[config.mk]
export PLATFORM = sky130hd
export DESIGN_NAME = chroma_footprint_reencode_unit
export DESIGN_NICKNAME = d
export VERILOG_FILES = /design/src/design/cfr_pkg.sv /design/src/design/cfr_front.sv /design/src/design/cfr_queue.sv /design/src/design/cfr_back.sv /design/src/design/chroma_footprint_reencode_unit.sv
export SDC_FILE = /design/constraint.sdc
export NUM_CORES = 1
export LEC_CHECK = 0
export BUFFER_PORTS_ARGS = -buffer_cell sky130_fd_sc_hd__buf_2
export CAP_MARGIN = 20
export CORE_ASPECT_RATIO = 2
export CORE_MARGIN = 2
export CORE_UTILIZATION = 25
export DETAILED_ROUTE_END_ITERATION = 7
export SYNTH_ARGS = -nofsm -noshare
export SYNTH_HDL_FRONTEND = slang
export SYNTH_HIERARCHICAL = 1
export SYNTH_SLANG_ARGS = --single-unit
[constraint.sdc]
create_clock -name aclk -period 7.8 [get_ports aclk]
set_clock_uncertainty 0.15 [all_clocks]
set_input_delay 0.39 -clock aclk [delete_from_list [all_inputs] [get_ports aclk]]
set_output_delay 0.39 -clock aclk [all_outputs]
set_load 0.1 [all_outputs]
[src/design/cfr_pkg.sv]
package cfr_pkg;

    localparam int PixW  = 8;
    localparam int ProdW = 20;
    localparam int SumW  = 10;
    localparam int CntW  = 3;
    localparam int QDepth = 4;
    localparam int QAw   = 2;
    localparam int QCw   = 3;
    localparam int MulW  = 16;
    localparam int AccW  = 18;

    localparam logic [CntW-1:0] FootprintMax = 3'd4;
    localparam logic [QCw-1:0]  QFull        = 3'd4;

    typedef struct packed {
        logic [PixW-1:0] red;
        logic [PixW-1:0] green;
        logic [PixW-1:0] blue;
        logic            last;
    } cfr_pix_t;

    typedef struct packed {
        logic     valid;
        cfr_pix_t pix;
    } cfr_push_t;

    function automatic logic [PixW-1:0] clip_u8(input logic signed [ProdW-1:0] v);
        logic [PixW-1:0] r;
        if (v < 0) begin
            r = '0;
        end else if (v > 255) begin
            r = 8'd255;
        end else begin
            r = v[PixW-1:0];
        end
        return r;
    endfunction

endpackage

[src/design/cfr_front.sv]
module cfr_front (
    input  logic              aclk,
    input  logic              aresetn,
    input  logic              s_tvalid,
    output logic              s_tready,
    input  logic [23:0]       s_tdata,
    input  logic              s_tlast,
    input  logic              q_full,
    output cfr_pkg::cfr_push_t push
);
    import cfr_pkg::*;

    logic                    a_vld_reg, a_vld_next;
    logic signed [ProdW-1:0] p298c_reg, p409e_reg, p100d_reg, p208e_reg, p516d_reg;
    logic                    last_reg;
    logic signed [9:0]       c, d, e;
    logic                    fire, advance;
    logic signed [ProdW-1:0] r_acc, g_acc, b_acc;

    assign c = signed'({2'b00, s_tdata[7:0]}) - 10'sd16;
    assign d = signed'({2'b00, s_tdata[15:8]}) - 10'sd128;
    assign e = signed'({2'b00, s_tdata[23:16]}) - 10'sd128;

    assign advance  = a_vld_reg && !q_full;
    assign s_tready = !a_vld_reg || !q_full;
    assign fire     = s_tvalid && s_tready;

    always_comb begin
        if (fire) begin
            a_vld_next = 1'b1;
        end else if (advance) begin
            a_vld_next = 1'b0;
        end else begin
            a_vld_next = a_vld_reg;
        end
    end

    always_ff @(posedge aclk) begin
        if (!aresetn) begin
            a_vld_reg <= 1'b0;
        end else begin
            a_vld_reg <= a_vld_next;
        end
    end

    always_ff @(posedge aclk) begin
        if (fire) begin
            p298c_reg <= ProdW'(c) * 20'sd298;
            p409e_reg <= ProdW'(e) * 20'sd409;
            p100d_reg <= ProdW'(d) * 20'sd100;
            p208e_reg <= ProdW'(e) * 20'sd208;
            p516d_reg <= ProdW'(d) * 20'sd516;
            last_reg  <= s_tlast;
        end
    end

    assign r_acc = p298c_reg + p409e_reg + 20'sd128;
    assign g_acc = p298c_reg - p100d_reg - p208e_reg + 20'sd128;
    assign b_acc = p298c_reg + p516d_reg + 20'sd128;

    assign push.valid     = a_vld_reg;
    assign push.pix.red   = clip_u8(r_acc >>> 8);
    assign push.pix.green = clip_u8(g_acc >>> 8);
    assign push.pix.blue  = clip_u8(b_acc >>> 8);
    assign push.pix.last  = last_reg;

endmodule

[src/design/cfr_queue.sv]
module cfr_queue (
    input  logic               aclk,
    input  logic               aresetn,
    input  cfr_pkg::cfr_push_t push,
    output logic               full,
    output cfr_pkg::cfr_push_t head,
    input  logic               pop
);
    import cfr_pkg::*;

    cfr_pix_t       mem_reg [QDepth];
    logic [QAw-1:0] wr_ptr_reg, rd_ptr_reg;
    logic [QCw-1:0] cnt_reg;
    logic           do_push, do_pop;

    assign full       = (cnt_reg == QFull);
    assign head.valid = (cnt_reg != '0);
    assign head.pix   = mem_reg[rd_ptr_reg];
    assign do_push    = push.valid && !full;
    assign do_pop     = pop && head.valid;

    always_ff @(posedge aclk) begin
        if (!aresetn) begin
            wr_ptr_reg <= '0;
            rd_ptr_reg <= '0;
            cnt_reg    <= '0;
        end else begin
            if (do_push) begin
                wr_ptr_reg <= wr_ptr_reg + 1'b1;
            end
            if (do_pop) begin
                rd_ptr_reg <= rd_ptr_reg + 1'b1;
            end
            if (do_push && !do_pop) begin
                cnt_reg <= cnt_reg + 1'b1;
            end else if (do_pop && !do_push) begin
                cnt_reg <= cnt_reg - 1'b1;
            end
        end
    end

    always_ff @(posedge aclk) begin
        if (do_push) begin
            mem_reg[wr_ptr_reg] <= push.pix;
        end
    end

endmodule

[src/design/cfr_back.sv]
module cfr_back (
    input  logic               aclk,
    input  logic               aresetn,
    input  cfr_pkg::cfr_push_t head,
    output logic               pop,
    output logic               m_tvalid,
    input  logic               m_tready,
    output logic [15:0]        m_tdata
);
    import cfr_pkg::*;

    localparam logic [1:0] ST_ACC = 2'd0;
    localparam logic [1:0] ST_DIV = 2'd1;
    localparam logic [1:0] ST_MUL = 2'd2;
    localparam logic [1:0] ST_FIN = 2'd3;

    logic [1:0]       state_reg, state_next;
    logic [SumW-1:0]  rsum_reg, gsum_reg, bsum_reg;
    logic [SumW-1:0]  rsum_next, gsum_next, bsum_next;
    logic [CntW-1:0]  cnt_reg, cnt_next;
    logic [PixW-1:0]  ravg_reg, gavg_reg, bavg_reg;
    logic [MulW-1:0]  p38r_reg, p74g_reg, p112b_reg, p112r_reg, p94g_reg, p18b_reg;
    logic             out_vld_reg, out_vld_next;
    logic [15:0]      out_data_reg;
    logic             out_free, load_out;
    logic [PixW-1:0]  rdiv, gdiv, bdiv;
    logic signed [AccW-1:0] u_acc, v_acc, u_fin, v_fin;

    function automatic logic [PixW-1:0] div_count(input logic [SumW-1:0] x,
                                                  input logic [CntW-1:0] n);
        logic [19:0]     prod;
        logic [PixW-1:0] q;
        prod = 20'(x) * 20'd683;
        unique case (n)
            3'd2:    q = x[PixW:1];
            3'd3:    q = prod[18:11];
            3'd4:    q = x[PixW+1:2];
            default: q = x[PixW-1:0];
        endcase
        return q;
    endfunction

    assign out_free = !out_vld_reg || m_tready;
    assign pop      = (state_reg == ST_ACC) && head.valid;
    assign load_out = (state_reg == ST_FIN) && out_free;

    assign rdiv = div_count(rsum_reg, cnt_reg);
    assign gdiv = div_count(gsum_reg, cnt_reg);
    assign bdiv = div_count(bsum_reg, cnt_reg);

    assign u_acc = AccW'(p112b_reg) - AccW'(p38r_reg) - AccW'(p74g_reg) + 18'sd128;
    assign v_acc = AccW'(p112r_reg) - AccW'(p94g_reg) - AccW'(p18b_reg) + 18'sd128;
    assign u_fin = (u_acc >>> 8) + 18'sd128;
    assign v_fin = (v_acc >>> 8) + 18'sd128;

    always_comb begin
        state_next   = state_reg;
        rsum_next    = rsum_reg;
        gsum_next    = gsum_reg;
        bsum_next    = bsum_reg;
        cnt_next     = cnt_reg;
        out_vld_next = out_vld_reg;
        if (out_vld_reg && m_tready) begin
            out_vld_next = 1'b0;
        end
        unique case (state_reg)
            ST_ACC: begin
                if (pop) begin
                    if (cnt_reg < FootprintMax) begin
                        rsum_next = rsum_reg + SumW'(head.pix.red);
                        gsum_next = gsum_reg + SumW'(head.pix.green);
                        bsum_next = bsum_reg + SumW'(head.pix.blue);
                        cnt_next  = cnt_reg + 1'b1;
                    end
                    if (head.pix.last) begin
                        state_next = ST_DIV;
                    end
                end
            end
            ST_DIV: begin
                rsum_next  = '0;
                gsum_next  = '0;
                bsum_next  = '0;
                cnt_next   = '0;
                state_next = ST_MUL;
            end
            ST_MUL: begin
                state_next = ST_FIN;
            end
            ST_FIN: begin
                if (load_out) begin
                    out_vld_next = 1'b1;
                    state_next   = ST_ACC;
                end
            end
            default: begin
                state_next = ST_ACC;
            end
        endcase
    end

    always_ff @(posedge aclk) begin
        if (!aresetn) begin
            state_reg   <= ST_ACC;
            rsum_reg    <= '0;
            gsum_reg    <= '0;
            bsum_reg    <= '0;
            cnt_reg     <= '0;
            out_vld_reg <= 1'b0;
        end else begin
            state_reg   <= state_next;
            rsum_reg    <= rsum_next;
            gsum_reg    <= gsum_next;
            bsum_reg    <= bsum_next;
            cnt_reg     <= cnt_next;
            out_vld_reg <= out_vld_next;
        end
    end

    always_ff @(posedge aclk) begin
        if (state_reg == ST_DIV) begin
            ravg_reg <= rdiv;
            gavg_reg <= gdiv;
            bavg_reg <= bdiv;
        end
        if (state_reg == ST_MUL) begin
            p38r_reg  <= MulW'(ravg_reg) * 16'd38;
            p74g_reg  <= MulW'(gavg_reg) * 16'd74;
            p112b_reg <= MulW'(bavg_reg) * 16'd112;
            p112r_reg <= MulW'(ravg_reg) * 16'd112;
            p94g_reg  <= MulW'(gavg_reg) * 16'd94;
            p18b_reg  <= MulW'(bavg_reg) * 16'd18;
        end
        if (load_out) begin
            out_data_reg <= {clip_u8(ProdW'(v_fin)), clip_u8(ProdW'(u_fin))};
        end
    end

    assign m_tvalid = out_vld_reg;
    assign m_tdata  = out_data_reg;

endmodule

[src/design/chroma_footprint_reencode_unit.sv]
// Throughput: the input side takes one word per cycle into a four-entry queue
// while the queue is not full; the accumulator drains one pixel per cycle while
// in its accumulate state, then passes through the divide, multiply and finish
// states per footprint, and the finish state waits until the output is free.
// Reset: synchronous on aresetn low; sums, count, queue and output valid clear.
module chroma_footprint_reencode_unit (
    input  logic        aclk,
    input  logic        aresetn,
    input  logic        s_tvalid,
    output logic        s_tready,
    input  logic [23:0] s_tdata,   // luma, blue_diff, red_diff
    input  logic        s_tlast,
    output logic        m_tvalid,
    input  logic        m_tready,
    output logic [15:0] m_tdata    // blue_diff_out, red_diff_out
);
    import cfr_pkg::*;

    cfr_push_t push;
    cfr_push_t head;
    logic      q_full;
    logic      pop;

    cfr_front u_front (
        .aclk     (aclk),
        .aresetn  (aresetn),
        .s_tvalid (s_tvalid),
        .s_tready (s_tready),
        .s_tdata  (s_tdata),
        .s_tlast  (s_tlast),
        .q_full   (q_full),
        .push     (push)
    );

    cfr_queue u_queue (
        .aclk    (aclk),
        .aresetn (aresetn),
        .push    (push),
        .full    (q_full),
        .head    (head),
        .pop     (pop)
    );

    cfr_back u_back (
        .aclk     (aclk),
        .aresetn  (aresetn),
        .head     (head),
        .pop      (pop),
        .m_tvalid (m_tvalid),
        .m_tready (m_tready),
        .m_tdata  (m_tdata)
    );

endmodule

; ---- After elaboration in Yosys (flattened, before gate mapping)
; Memory sizes are Yosys's and may differ from the RTL's. A register that Yosys moved wholly into a read port is not among the register bits.
; Index checks and enable logic that the tools add are counted.
[totals]
word_cells = 150
reg_bits = 251
n_memories = 1
latchBits = 0
mem_bits_ro = 0
ramBits = 100
[classes]
shift = 0
n_addsub = 26
mul = 14
n_reduce_logical = 22
eq_ne = 11
div_mod_pow = 0
n_lt_le_gt_ge = 11
mux = 38
bitwise_logic = 0
[memory_table]
columns = memory, words, word_bits, read_ports, rd_clocked_by_memory_dff, wr, line_no
row1 = u_queue.mem_reg, 4, 25, 1, 1, 1, cfr_queue.sv:11  ; cfr_pix_t mem_reg [QDepth];
[op_table]
columns = cell, n
row1 = 8-bit case mux with 3 select lines, 3
row2 = 8-bit two-way mux, 8
row3 = "20-bit by 9-bit adder with 20-bit output, second input constant", 3
row4 = 10-bit two-way mux, 6
row5 = 10-bit case mux with 2 select lines, 3
row6 = "10-bit by 10-bit multiplier with 19-bit output, second input constant", 3
row7 = 20-bit adder, 2
row8 = 20-bit subtractor, 2
row9 = "18-bit by 8-bit adder with 18-bit output, second input constant", 2
row10 = "12-bit by 9-bit greater-than comparator with 1-bit output, second input constant", 3
row11 = "12-bit by 1-bit < comparator with 1-bit output, second input constant", 3
row12 = "9-bit by 9-bit multiplier with 18-bit output, second input constant", 2
row13 = 10-bit by 8-bit adder with 10-bit output, 3
row14 = "8-bit by 6-bit multiplier with 14-bit output, second input constant", 2
row15 = "10-bit by 9-bit adder with 11-bit output, second input constant", 2
row16 = "11-bit by 9-bit greater-than comparator with 1-bit output, second input constant", 2
row17 = "11-bit by 1-bit < comparator with 1-bit output, second input constant", 2
row18 = "8-bit by 3-bit multiplier with 11-bit output, second input constant", 2
row19 = "9-bit by 10-bit multiplier with 19-bit output, second input constant", 1
row20 = 18-bit by 13-bit subtractor with 18-bit output, 1
row21 = 18-bit by 15-bit subtractor with 18-bit output, 1
row22 = "8-bit by 8-bit subtractor with 9-bit output, second input constant", 2
row23 = 15-bit by 14-bit subtractor with 16-bit output, 1
row24 = 15-bit by 15-bit subtractor with 16-bit output, 1
row25 = 27 further kinds, 62

; ---- Longest topological paths before layout
; Gate-level depths: netlist of run 1.
[logic_depth]
word_depth = 7
depth_mapped = 23
depth_no_buf = 23

; ---- By module
; The synthesis of run 1 kept the hierarchy.
[modules_own_cells]
columns = mod, area_per_inst_um2, cells_per_inst, n_inst, seq_area_each_um2
row1 = cfr_back, 17244.0, 1732, 1, 4053.9
row2 = cfr_front, 9952.0, 964, 1, 2422.3
row3 = cfr_queue, 4116.4, 179, 1, 3183.1

; ---- Worst setup path before layout of run 1
; OpenSTA, ideal clock, no wires.
[synth_timing]
path_type = in2reg
start = in s_tdata[4]
end = reg u_front.p298c_reg[18] (data pin)
path_stages = 18
slack_ns = 3.053
setup_ns = 0.281
path_buffers = 1
arrival_time_ns = 4.316
cell_sequence = inv_1 > ha_1 > nor3b_1 > buf_1 > ha_1 > ha_1 > inv_1 > fa_1 > fa_1 > inv_1 > ha_1 > o21ai_0 > a21boi_0 > o21ai_0 > a21oi_1 > o2111ai_1 > o211ai_1 > o22ai_1
[synth_between]
elab_chain_cells = 2
[synth_lines]
columns = item, line_no
row1 = "start, declared", chroma_footprint_reencode_unit.sv:11  ; input logic [23:0] s_tdata,
row2 = 8-bit by 5-bit subtractor with 9-bit output, cfr_front.sv:20  ; assign c = signed'({2'b00, s_tdata[7:0]}) - 10'sd16;
row3 = 9-bit by 9-bit multiplier with 18-bit output, cfr_front.sv:48  ; p298c_reg <= ProdW'(c) * 20'sd298;
row4 = "end signal, assigned", cfr_front.sv:48
row5 = "end, declared", cfr_front.sv:14  ; logic signed [ProdW-1:0] p298c_reg, p409e_reg, p100d_reg, p208e_reg, p516d_reg;
; No other way between the ends.
; A chain may end at the register's enable or synchronous reset.

; ---- Final worst setup path of run 1
[layout_timing]
start = reg u_back.bsum_reg[7]
end = reg u_back.bavg_reg[7] (data pin)
[layout_between]
elab_chain_cells = 2
[layout_lines]
columns = item, line_no
row1 = "start, declared", cfr_back.sv:18  ; logic [SumW-1:0] rsum_reg, gsum_reg, bsum_reg;
row2 = "start signal, assigned", cfr_back.sv:114  ; bsum_reg <= bsum_next;
row3 = 10-bit by 10-bit multiplier with 19-bit output, cfr_back.sv:33  ; prod = 20'(x) * 20'd683;
row4 = 8-bit case mux with 3 select lines (*), cfr_back.sv:34  ; unique case (n)
row5 = named net u_back.bdiv[7], cfr_back.sv:26  ; logic [PixW-1:0] rdiv, gdiv, bdiv;
row6 = "end signal, assigned", cfr_back.sv:124  ; bavg_reg <= bdiv;
row7 = "end, declared", cfr_back.sv:21  ; logic [PixW-1:0] ravg_reg, gavg_reg, bavg_reg;
; The timed path passes the listed nets; every way through them passes the cells marked *.

==> results of run 1 <==
final timing paths:
kind / start / end / slack, ps / cells after the start
hold / removal: m_tready / u_back/m_tvalid$_SDFF_PN0_ / 90 / 3
setup / recovery: u_back/bsum_reg[7]$_SDFFE_PN0P_ / u_back/bavg_reg[7]$_DFFE_PP_ / 2480 / 14
hold reg to reg: u_queue/wr_ptr_reg[1]$_SDFFE_PN0P_ / u_queue/wr_ptr_reg[1]$_SDFFE_PN0P_ / 350 / 2
setup reg to reg: u_back/bsum_reg[7]$_SDFFE_PN0P_ / u_back/bavg_reg[7]$_DFFE_PP_ / 2480 / 14
area by class of cell:
type / count / area, um2
Clock buffer: 42 / 1010
Clock inverter: 30 / 323
Fill cell: 12900 / 89300
Inverter: 498 / 1870
Multi-Input combinational cell: 2004 / 19600
Sequential cell: 337 / 9660
Tap cell: 1665 / 2080
Timing Repair Buffer: 77 / 518
metrics by stage:
stage	std cells	setup slack, ps
global route	4653	2110
detailed placement	4566	2490
finish	4653	2480
floorplan	2875	3050
CTS	4652	2470
global placement	4566	2590
cells in the final DEF, fill, tap and decap left out, types with 8 or more instances in the layout:
cell / synthesis / layout
a22oi_1: 22 / 22
nor2_1: 92 / 92
xor2_1: 59 / 59
edfxtp_1: 291 / 291
dlygate4sd3_1: 0 / 14
a31oi_1: 21 / 21
buf_4: 3 / 16
dfxtp_1: 46 / 45
nor3_1: 37 / 36
mux2i_1: 9 / 9
xnor2_1: 143 / 143
nand3_1: 45 / 45
and2_1: 17 / 16
a21o_1: 51 / 51
buf_2: 3 / 46
nand4_1: 8 / 8
clkbuf_16: 0 / 40
o21a_1: 33 / 33
o21ai_0: 68 / 68
or3_1: 18 / 18
a21oi_1: 167 / 167
a222oi_1: 18 / 18
nand2_1: 81 / 81
mux4_2: 25 / 25
inv_1: 497 / 497
nand3b_1: 9 / 9
ha_1: 645 / 644
o31ai_1: 14 / 14
nand2b_1: 12 / 12
a211oi_1: 13 / 13
o211ai_1: 12 / 12
clkinv_2: 0 / 9
o21bai_1: 31 / 31
fa_1: 163 / 163
nor2b_1: 49 / 48
or2_2: 16 / 16
repair_timing:
| item | 4_1_cts | 5_1_grt |
|---|---|---|
| gates resized for setup | 0 | 0 |
| endpoints found under the hold margin | 14 | 0 |
| setup endpoints to repair | 0 | 0 |
| hold buffers | 14 | 0 |
metal layers:
layer,vias up,part of all wire
li1,10300,-
met2,319,0.57
met3,170,0.020
met5,-,0
met1,10100,0.34
met4,0,0.066
logic make-up (layout without fill, tap and decap cells):
kind of cell	Yosys count	in the layout	share of synthesized area
mux	36	36	0.0217
flops	337	337	0.308
buf+inv	534	647	0.0658
xor+xnor	203	203	0.0570
fa+ha+maj	808	808	0.362
simple gates	421	421	0.0697
compound gates	536	536	0.115
worst max-delay path, delay by kind of cell, from the launching register on:
kind	cells	cell delay [ps]
adder cells (fa/ha/maj)	6	2520
buffers and inverters	2	100
AO/OA/AOI/OAI	5	1670
AND/OR/NAND/NOR	1	70
flip-flops	1	540
==> impl_metrics.py, run 1 <==
metrics = {
    "synth": {
        "yosys_warnings": 6,
        "netlist_instances": 2875,
        "synth_flop_cell": "edfxtp_1",
        "syn_avg_cell_area_um2": 10.9,
        "synth_cell_types": 98,
        "syn-cell-area_um2": 31300,
        "syn-num-nets": 3712,
        "yosys-top-cells-count": "ha_1, inv_1, edfxtp_1",
        "synth-seq-area-share": 0.308,
        "synth_most_common_cell": "ha_1",
        "yosys-top-cells-area": "edfxtp_1, ha_1, fa_1",
        "synth_top_area_cell": "edfxtp_1",
        "synth-seq-cells": 337,
        "netlist.area_leader.share": 0.279,
        "synth_edf_count": 291,
        "synthArstFlopShare": 0,
    },
    "clock_network": {
        "cts_tree": "done",
        "cts.htree.levels": 2,
        "cts.sinks": 337,
        "ctsLongestPathBuffers": 3,
        "cts_setup_buffers": 0,
        "cts_root_buffer": "clkbuf_16",
        "cts_buffers": 40,
        "clock_latency_ps": 580,
        "clkTransAtPathRegs_ps": 60,
    },
    "finish": {
        "layout-drive-gt1-share": 0.0686,
        "fin_nets": 3795,
        "final_util": 0.282,
        "n_antenna_cell": 0,
        "largest_reg_flops": 100,
        "area_delta_synth_final_pct": 12.0,
        "final_area_um2": 35100,
    },
    "flow_run": {
        "drv_cap": 0,
    },
    "die": {
        "die_h_um": 505,
        "dieWidth_um": 254,
        "fp.dieArea_um2": 128000,
        "core_area_um2": 124000,
        "rows": 183,
        "ios": 47,
        "start_util": 0.252,
    },
    "place": {
        "placed_cell_area_um2": 33600,
        "io_buffers": 46,
        "hpwl_um": 57200,
        "gp_congestion": 0.878,
    },
    "timing": {
        "max_slew_margin": 0.278,
        "finalSetupTns_ps": 0,
        "final-setup-viol-count": 0,
        "max_freq_ghz": 0.188,
        "hold_violations": 0,
        "whs_ps": 88.5,
        "period_needed_ps": 5320,
        "slew_viol_final": 0,
        "worst_pin_slew_ps": 1070,
        "fin_crit_sh": 0.682,
        "rsz0062_at_grt": "no",
    },
    "critical_path": {
        "cpMaxStageDelayCell": "dfxtp_1",
        "critPathMaxStageDelay_ps": 540,
        "crit_fanout": 8,
        "end_kind": "register",
        "path_cells": "ha_1 > ha_1 > fa_1 > inv_1 > fa_1 > inv_1 > fa_1 > ha_1 > a2111o_1 > o211ai_1 > a21oi_1 > o311ai_1 > a2111o_1 > nand3_1",
        "critPathRequiredTime_ps": 7960,
        "arrival_ps": 5480,
        "worstSetupPathType": "reg2reg",
        "worstSetupStartpointType": "register",
    },
    "global_routing": {
        "grt-busiest-layer": "met2",
        "grt_pass1_wl_um": 111000,
        "gr-usage-met1": 0.0979,
        "met3_usage": 0.0112,
        "antenna_found_initial": 0,
        "grt_pass1_vias": 22100,
        "grt_usage": 0.109,
        "met2_usage": 0.223,
        "grt_max_degree": 70,
        "grt_overflow": 0,
    },
    "drt": {
        "wl_per_cell_um": 14.7,
        "viasPerCell": 4.49,
        "routed_wl_um": 68600,
        "drc": 0,
        "drt-initial-drc-count": 836,
        "drtPass1Iterations": 8,
        "vias": 20900,
        "postRouteAntennaNets": 0,
    },
    "hold_path": {
        "hp-class": "in2reg",
    },
    "run_status": {
        "status": "completed",
    },
}
Power of run 1 is left out: the tool's default activity adds up to more than one toggle a clock period on the data nets, which glitch-free logic cannot reach.
==> run 2: changes to the inputs <==
Clock period 7.8 ns to 5 ns, I/O delays scaled along.
==> impl_metrics.py, run 2 (same netlist as run 1, synthesis figures left out) <==
metrics = {
    "drt": {
        "postRouteAntennaNets": 0,
        "wl_per_cell_um": 14.8,
        "drtPass1Iterations": 8,
        "wl_met3_um": 1450,
        "route.met2.wl_um": 40400,
        "met1_length_um": 22900,
        "drc": 2,
        "routed_wl_um": 69700,
        "vias": 21200,
        "drt-initial-drc-count": 917,
        "routed.top_layer": "met4",
        "viasPerCell": 4.50,
    },
    "run_status": {
        "status": "complete, but fails checks",
        "violations": "DRC",
    },
    "global_routing": {
        "antenna_found_initial": 0,
        "grt_usage": 0.110,
        "grt_max_degree": 50,
        "grt_pass1_vias": 22700,
        "grt_pass1_wl_um": 113000,
        "grt_overflow": 0,
    },
    "die": {
        "core_area_um2": 124000,
        "dieWidth_um": 254,
        "ios": 47,
        "die_h_um": 505,
        "rows": 183,
        "start_util": 0.252,
        "fp.dieArea_um2": 128000,
    },
    "timing": {
        "final-setup-viol-count": 0,
        "hold_violations": 0,
        "whs_ps": 35.1,
        "slew_viol_final": 0,
        "max_slew_margin": 0.291,
        "fin_crit_sh": 0.981,
        "max_freq_ghz": 0.204,
        "rsz0062_at_grt": "yes",
        "period_needed_ps": 4910,
        "worst_pin_slew_ps": 1060,
    },
    "clock_network": {
        "cts.htree.levels": 2,
        "cts_tree": "done",
        "cts.sinks": 337,
        "cts_buffers": 38,
        "clkTransAtPathRegs_ps": 60,
        "cts_root_buffer": "clkbuf_16",
        "clock_latency_ps": 570,
        "ctsLongestPathBuffers": 3,
    },
    "finish": {
        "fin_cells": 4715,
        "area_delta_synth_final_pct": 13.6,
        "largest_reg_flops": 100,
        "final_area_um2": 35600,
        "nFillCells": 12900,
        "final_cell_mix": "ha_1, inv_1, edfxtp_1, fa_1, a21oi_1",
        "fin_nets": 3858,
        "layout-drive-gt1-share": 0.0911,
        "final_common_cell": "ha_1",
        "n_antenna_cell": 0,
    },
    "place": {
        "dp_cells": 4619,
        "placed_cell_area_um2": 34000,
        "hpwl_um": 58800,
        "io_buffers": 46,
        "gp_congestion": 0.858,
    },
    "critical_path": {
        "critPathMaxStageDelay_ps": 430,
        "path_common_cell": "ha_4",
        "cpMaxStageDelayCell": "edfxtp_1",
        "path_delay_family": "compound AO/OA/AOI/OAI gates",
        "rr_worst_depth": 21,
        "reg2reg_setup_slack_ps": 90,
        "worstSetupPathType": "reg2reg",
        "path_cells": "ha_4 > and3b_1 > o21a_1 > o21ai_2 > a21o_1 > nand2_1 > nor2_2 > xnor2_1 > ha_1 > ha_4 > and2_4 > a221o_1 > nor3_4 > a211oi_2 > or2_1 > o31a_2 > inv_2 > ha_4 > and2b_1 > mux2_4 > a31oi_1",
        "timing.rr.start": "u_back/p18b_reg[1]$_DFFE_PP_",
        "critPathRequiredTime_ps": 5100,
        "path_buf_inv": 1,
        "crit_fanout": 8,
        "r2r-end": "u_back/m_tdata[7]$_SDFFCE_PN0P_",
        "end_kind": "register",
        "worstSetupStartpointType": "register",
        "arrival_ps": 5010,
    },
    "hold_path": {
        "min_to": "u_front/p516d_reg[18]$_DFFE_PP_",
        "min-delay-start": "s_tdata[15]",
        "hold_depth": 2,
        "hp-class": "in2reg",
    },
    "flow_run": {
        "drv_cap": 0,
    },
}
## run 2: layout make-up
cell class / instances / area [um2] / area share
repair buffers: 142 / 993 / 0.0279
inverters: 498 / 1870 / 0.0526
clock buffers: 46 / 1000 / 0.0282
multi-input cells: 2004 / 19700 / 0.555
flip-flops and latches: 337 / 9660 / 0.272
clock inverters: 23 / 228 / 0.00640
well taps: 1665 / 2080 / 0.0586
## run 2: through the flow
step	setup slack, ps	TNS, ps	utilization
after detailed placement	-51.4	-60.8	0.273
after CTS	25.9	0	0.285
after floorplan	270	0	-
after global routing	-114	-850	0.286
after global placement	5.60	0	0.273
final	94.6	0	0.286
## run 2: what timing repair did
item                                    4_1_cts  5_1_grt
gates resized for setup                       3       25
endpoints found under the hold margin        20        0
setup buffers                                 0       10
pin swaps                                     0       20
endpoints found under the setup margin       16       23
hold buffers                                 17        0
## run 2: layer usage
layer,track usage,up-vias
li1,-,10500
met1,0.0945,10300
met2,0.231,314
met3,0.0116,171
met4,0.0698,0
met5,0,-
## run 2: worst max-delay path by stage
stage,startpoint,end,slack [ps],cells after the start
after floorplan,u_back/bsum_reg[7]$_SDFFE_PN0P_,u_back/bavg_reg[7]$_DFFE_PP_,270,14
after global placement,u_back/p112r_reg[4]$_DFFE_PP_,u_back/m_tdata[15]$_SDFFCE_PN0P_,6,21
after detailed placement,u_back/p112r_reg[4]$_DFFE_PP_,u_back/m_tdata[15]$_SDFFCE_PN0P_,-50,21
after CTS,u_back/p18b_reg[1]$_DFFE_PP_,u_back/m_tdata[7]$_SDFFCE_PN0P_,30,21
after global routing,u_back/p18b_reg[1]$_DFFE_PP_,u_back/m_tdata[7]$_SDFFCE_PN0P_,-110,21
final,u_back/p18b_reg[1]$_DFFE_PP_,u_back/m_tdata[7]$_SDFFCE_PN0P_,90,21
Power of run 2 is left out for the same reason.
==> run 3: changes to the inputs <==
Clock period 5 ns to 5.4 ns, I/O delays scaled along.
==> impl_metrics.py, run 3 (same netlist as run 1, synthesis figures left out) <==
metrics = {
    "drt": {
        "drt-initial-drc-count": 825,
        "drtPass1Iterations": 8,
        "vias": 21100,
        "viasPerCell": 4.50,
        "routed_wl_um": 68800,
        "drc": 3,
        "postRouteAntennaNets": 0,
        "wl_per_cell_um": 14.7,
    },
    "timing": {
        "period_needed_ps": 5080,
        "fin_crit_sh": 0.940,
        "max_slew_margin": 0.251,
        "rsz0062_at_grt": "no",
        "hold_violations": 0,
        "max_freq_ghz": 0.197,
        "final-setup-viol-count": 0,
        "finalSetupTns_ps": 0,
        "worst_pin_slew_ps": 1120,
        "slew_viol_final": 0,
        "whs_ps": 62.7,
    },
    "finish": {
        "final_cell_mix": "ha_1, inv_1, edfxtp_1, a21oi_1, fa_1",
        "final_common_cell": "ha_1",
        "n_antenna_cell": 0,
        "layout-drive-gt1-share": 0.0753,
        "largest_reg_flops": 100,
        "area_delta_synth_final_pct": 12.7,
        "fin_cells": 4681,
        "nFillCells": 12800,
        "final_area_um2": 35300,
        "fin_nets": 3822,
    },
    "run_status": {
        "status": "complete, but fails checks",
        "violations": "DRC",
    },
    "place": {
        "hpwl_um": 58000,
        "placed_cell_area_um2": 33800,
        "io_buffers": 46,
        "gp_congestion": 0.883,
        "dp_cells": 4591,
    },
    "global_routing": {
        "met3_usage": 0.0115,
        "grt_overflow": 0,
        "grt-busiest-layer": "met2",
        "antenna_found_initial": 0,
        "grt_max_degree": 72,
        "grt_pass1_vias": 22200,
        "grt_usage": 0.109,
        "grt_pass1_wl_um": 111000,
        "met2_usage": 0.225,
        "gr-usage-met1": 0.0952,
    },
    "hold_path": {
        "hp-class": "in2reg",
        "hold_depth": 2,
    },
    "critical_path": {
        "cpMaxStageDelayCell": "fa_1",
        "critPathRequiredTime_ps": 5560,
        "end_kind": "register",
        "crit_fanout": 4,
        "arrival_ps": 5240,
        "critPathMaxStageDelay_ps": 540,
        "rr_worst_depth": 14,
        "worstSetupPathType": "reg2reg",
        "path_cells": "ha_1 > ha_1 > fa_1 > inv_1 > fa_1 > inv_1 > fa_1 > ha_1 > a2111o_1 > o211ai_1 > a21oi_1 > o311ai_1 > a2111o_1 > nand3_1",
        "worstSetupStartpointType": "register",
    },
    "die": {
        "die_h_um": 505,
        "dieWidth_um": 254,
        "ios": 47,
        "rows": 183,
        "start_util": 0.252,
        "fp.dieArea_um2": 128000,
        "core_area_um2": 124000,
    },
    "clock_network": {
        "ctsLongestPathBuffers": 3,
        "cts_tree": "done",
        "clock_latency_ps": 570,
        "cts_root_buffer": "clkbuf_16",
        "cts_buffers": 39,
        "cts.sinks": 337,
        "clkTransAtPathRegs_ps": 60,
        "cts.htree.levels": 2,
    },
    "flow_run": {
        "drv_cap": 0,
    },
}
-- run 3: per-stage QoR --
stage           util  setup slack (ps)
3_3_place_gp   0.272               264
5_1_grt        0.284              13.0
3_5_place_dp   0.272               271
4_1_cts        0.284               246
6_report       0.284               325
2_1_floorplan      -               670
-- run 3: area by class of cell --
class / instances / area [um2] / share of cell area
multi-input combinational: 2004 / 19600 / 0.556
clock buffer: 47 / 1040 / 0.0294
tap: 1665 / 2080 / 0.0590
timing repair buffer: 105 / 716 / 0.0203
sequential: 337 / 9660 / 0.274
clock inverter: 25 / 302 / 0.00854
inverter: 498 / 1870 / 0.0530
-- run 3: critical path: cells and delay by family (launching register included) --
family	cells	cell delay (ps)
adder cells (fa/ha/maj)	6	2490
AO/OA/AOI/OAI	5	1690
flip-flops	1	310
buffers and inverters	2	100
AND/OR/NAND/NOR	1	60
-- run 3: per-layer routing --
metal | vias up | share of wire
li1 | 10400 | -
met2 | 324 | 0.58
met1 | 10200 | 0.33
met5 | - | 0
met4 | 0 | 0.070
met3 | 168 | 0.023
-- run 3: what timing repair did --
| item | in CTS | in global routing |
|---|---|---|
| resized for setup | 0 | 4 |
| setup endpoints to repair | 0 | 9 |
| hold buffers | 17 | 0 |
| buffers inserted | 0 | 1 |
| hold endpoints to repair | 20 | 0 |
-- run 3: path summary, 6_finish.rpt --
check | startpoint | endpoint | slack [ps]
hold reg to reg | u_queue/wr_ptr_reg[1]$_SDFFE_PN0P_ | u_queue/wr_ptr_reg[1]$_SDFFE_PN0P_ | 350
hold / removal | s_tdata[15] | u_front/p516d_reg[19]$_DFFE_PP_ | 60
setup reg to reg | u_back/bsum_reg[5]$_SDFFE_PN0P_ | u_back/bavg_reg[7]$_DFFE_PP_ | 320
setup / recovery | u_back/bsum_reg[5]$_SDFFE_PN0P_ | u_back/bavg_reg[7]$_DFFE_PP_ | 320
Power of run 3 is left out for the same reason.
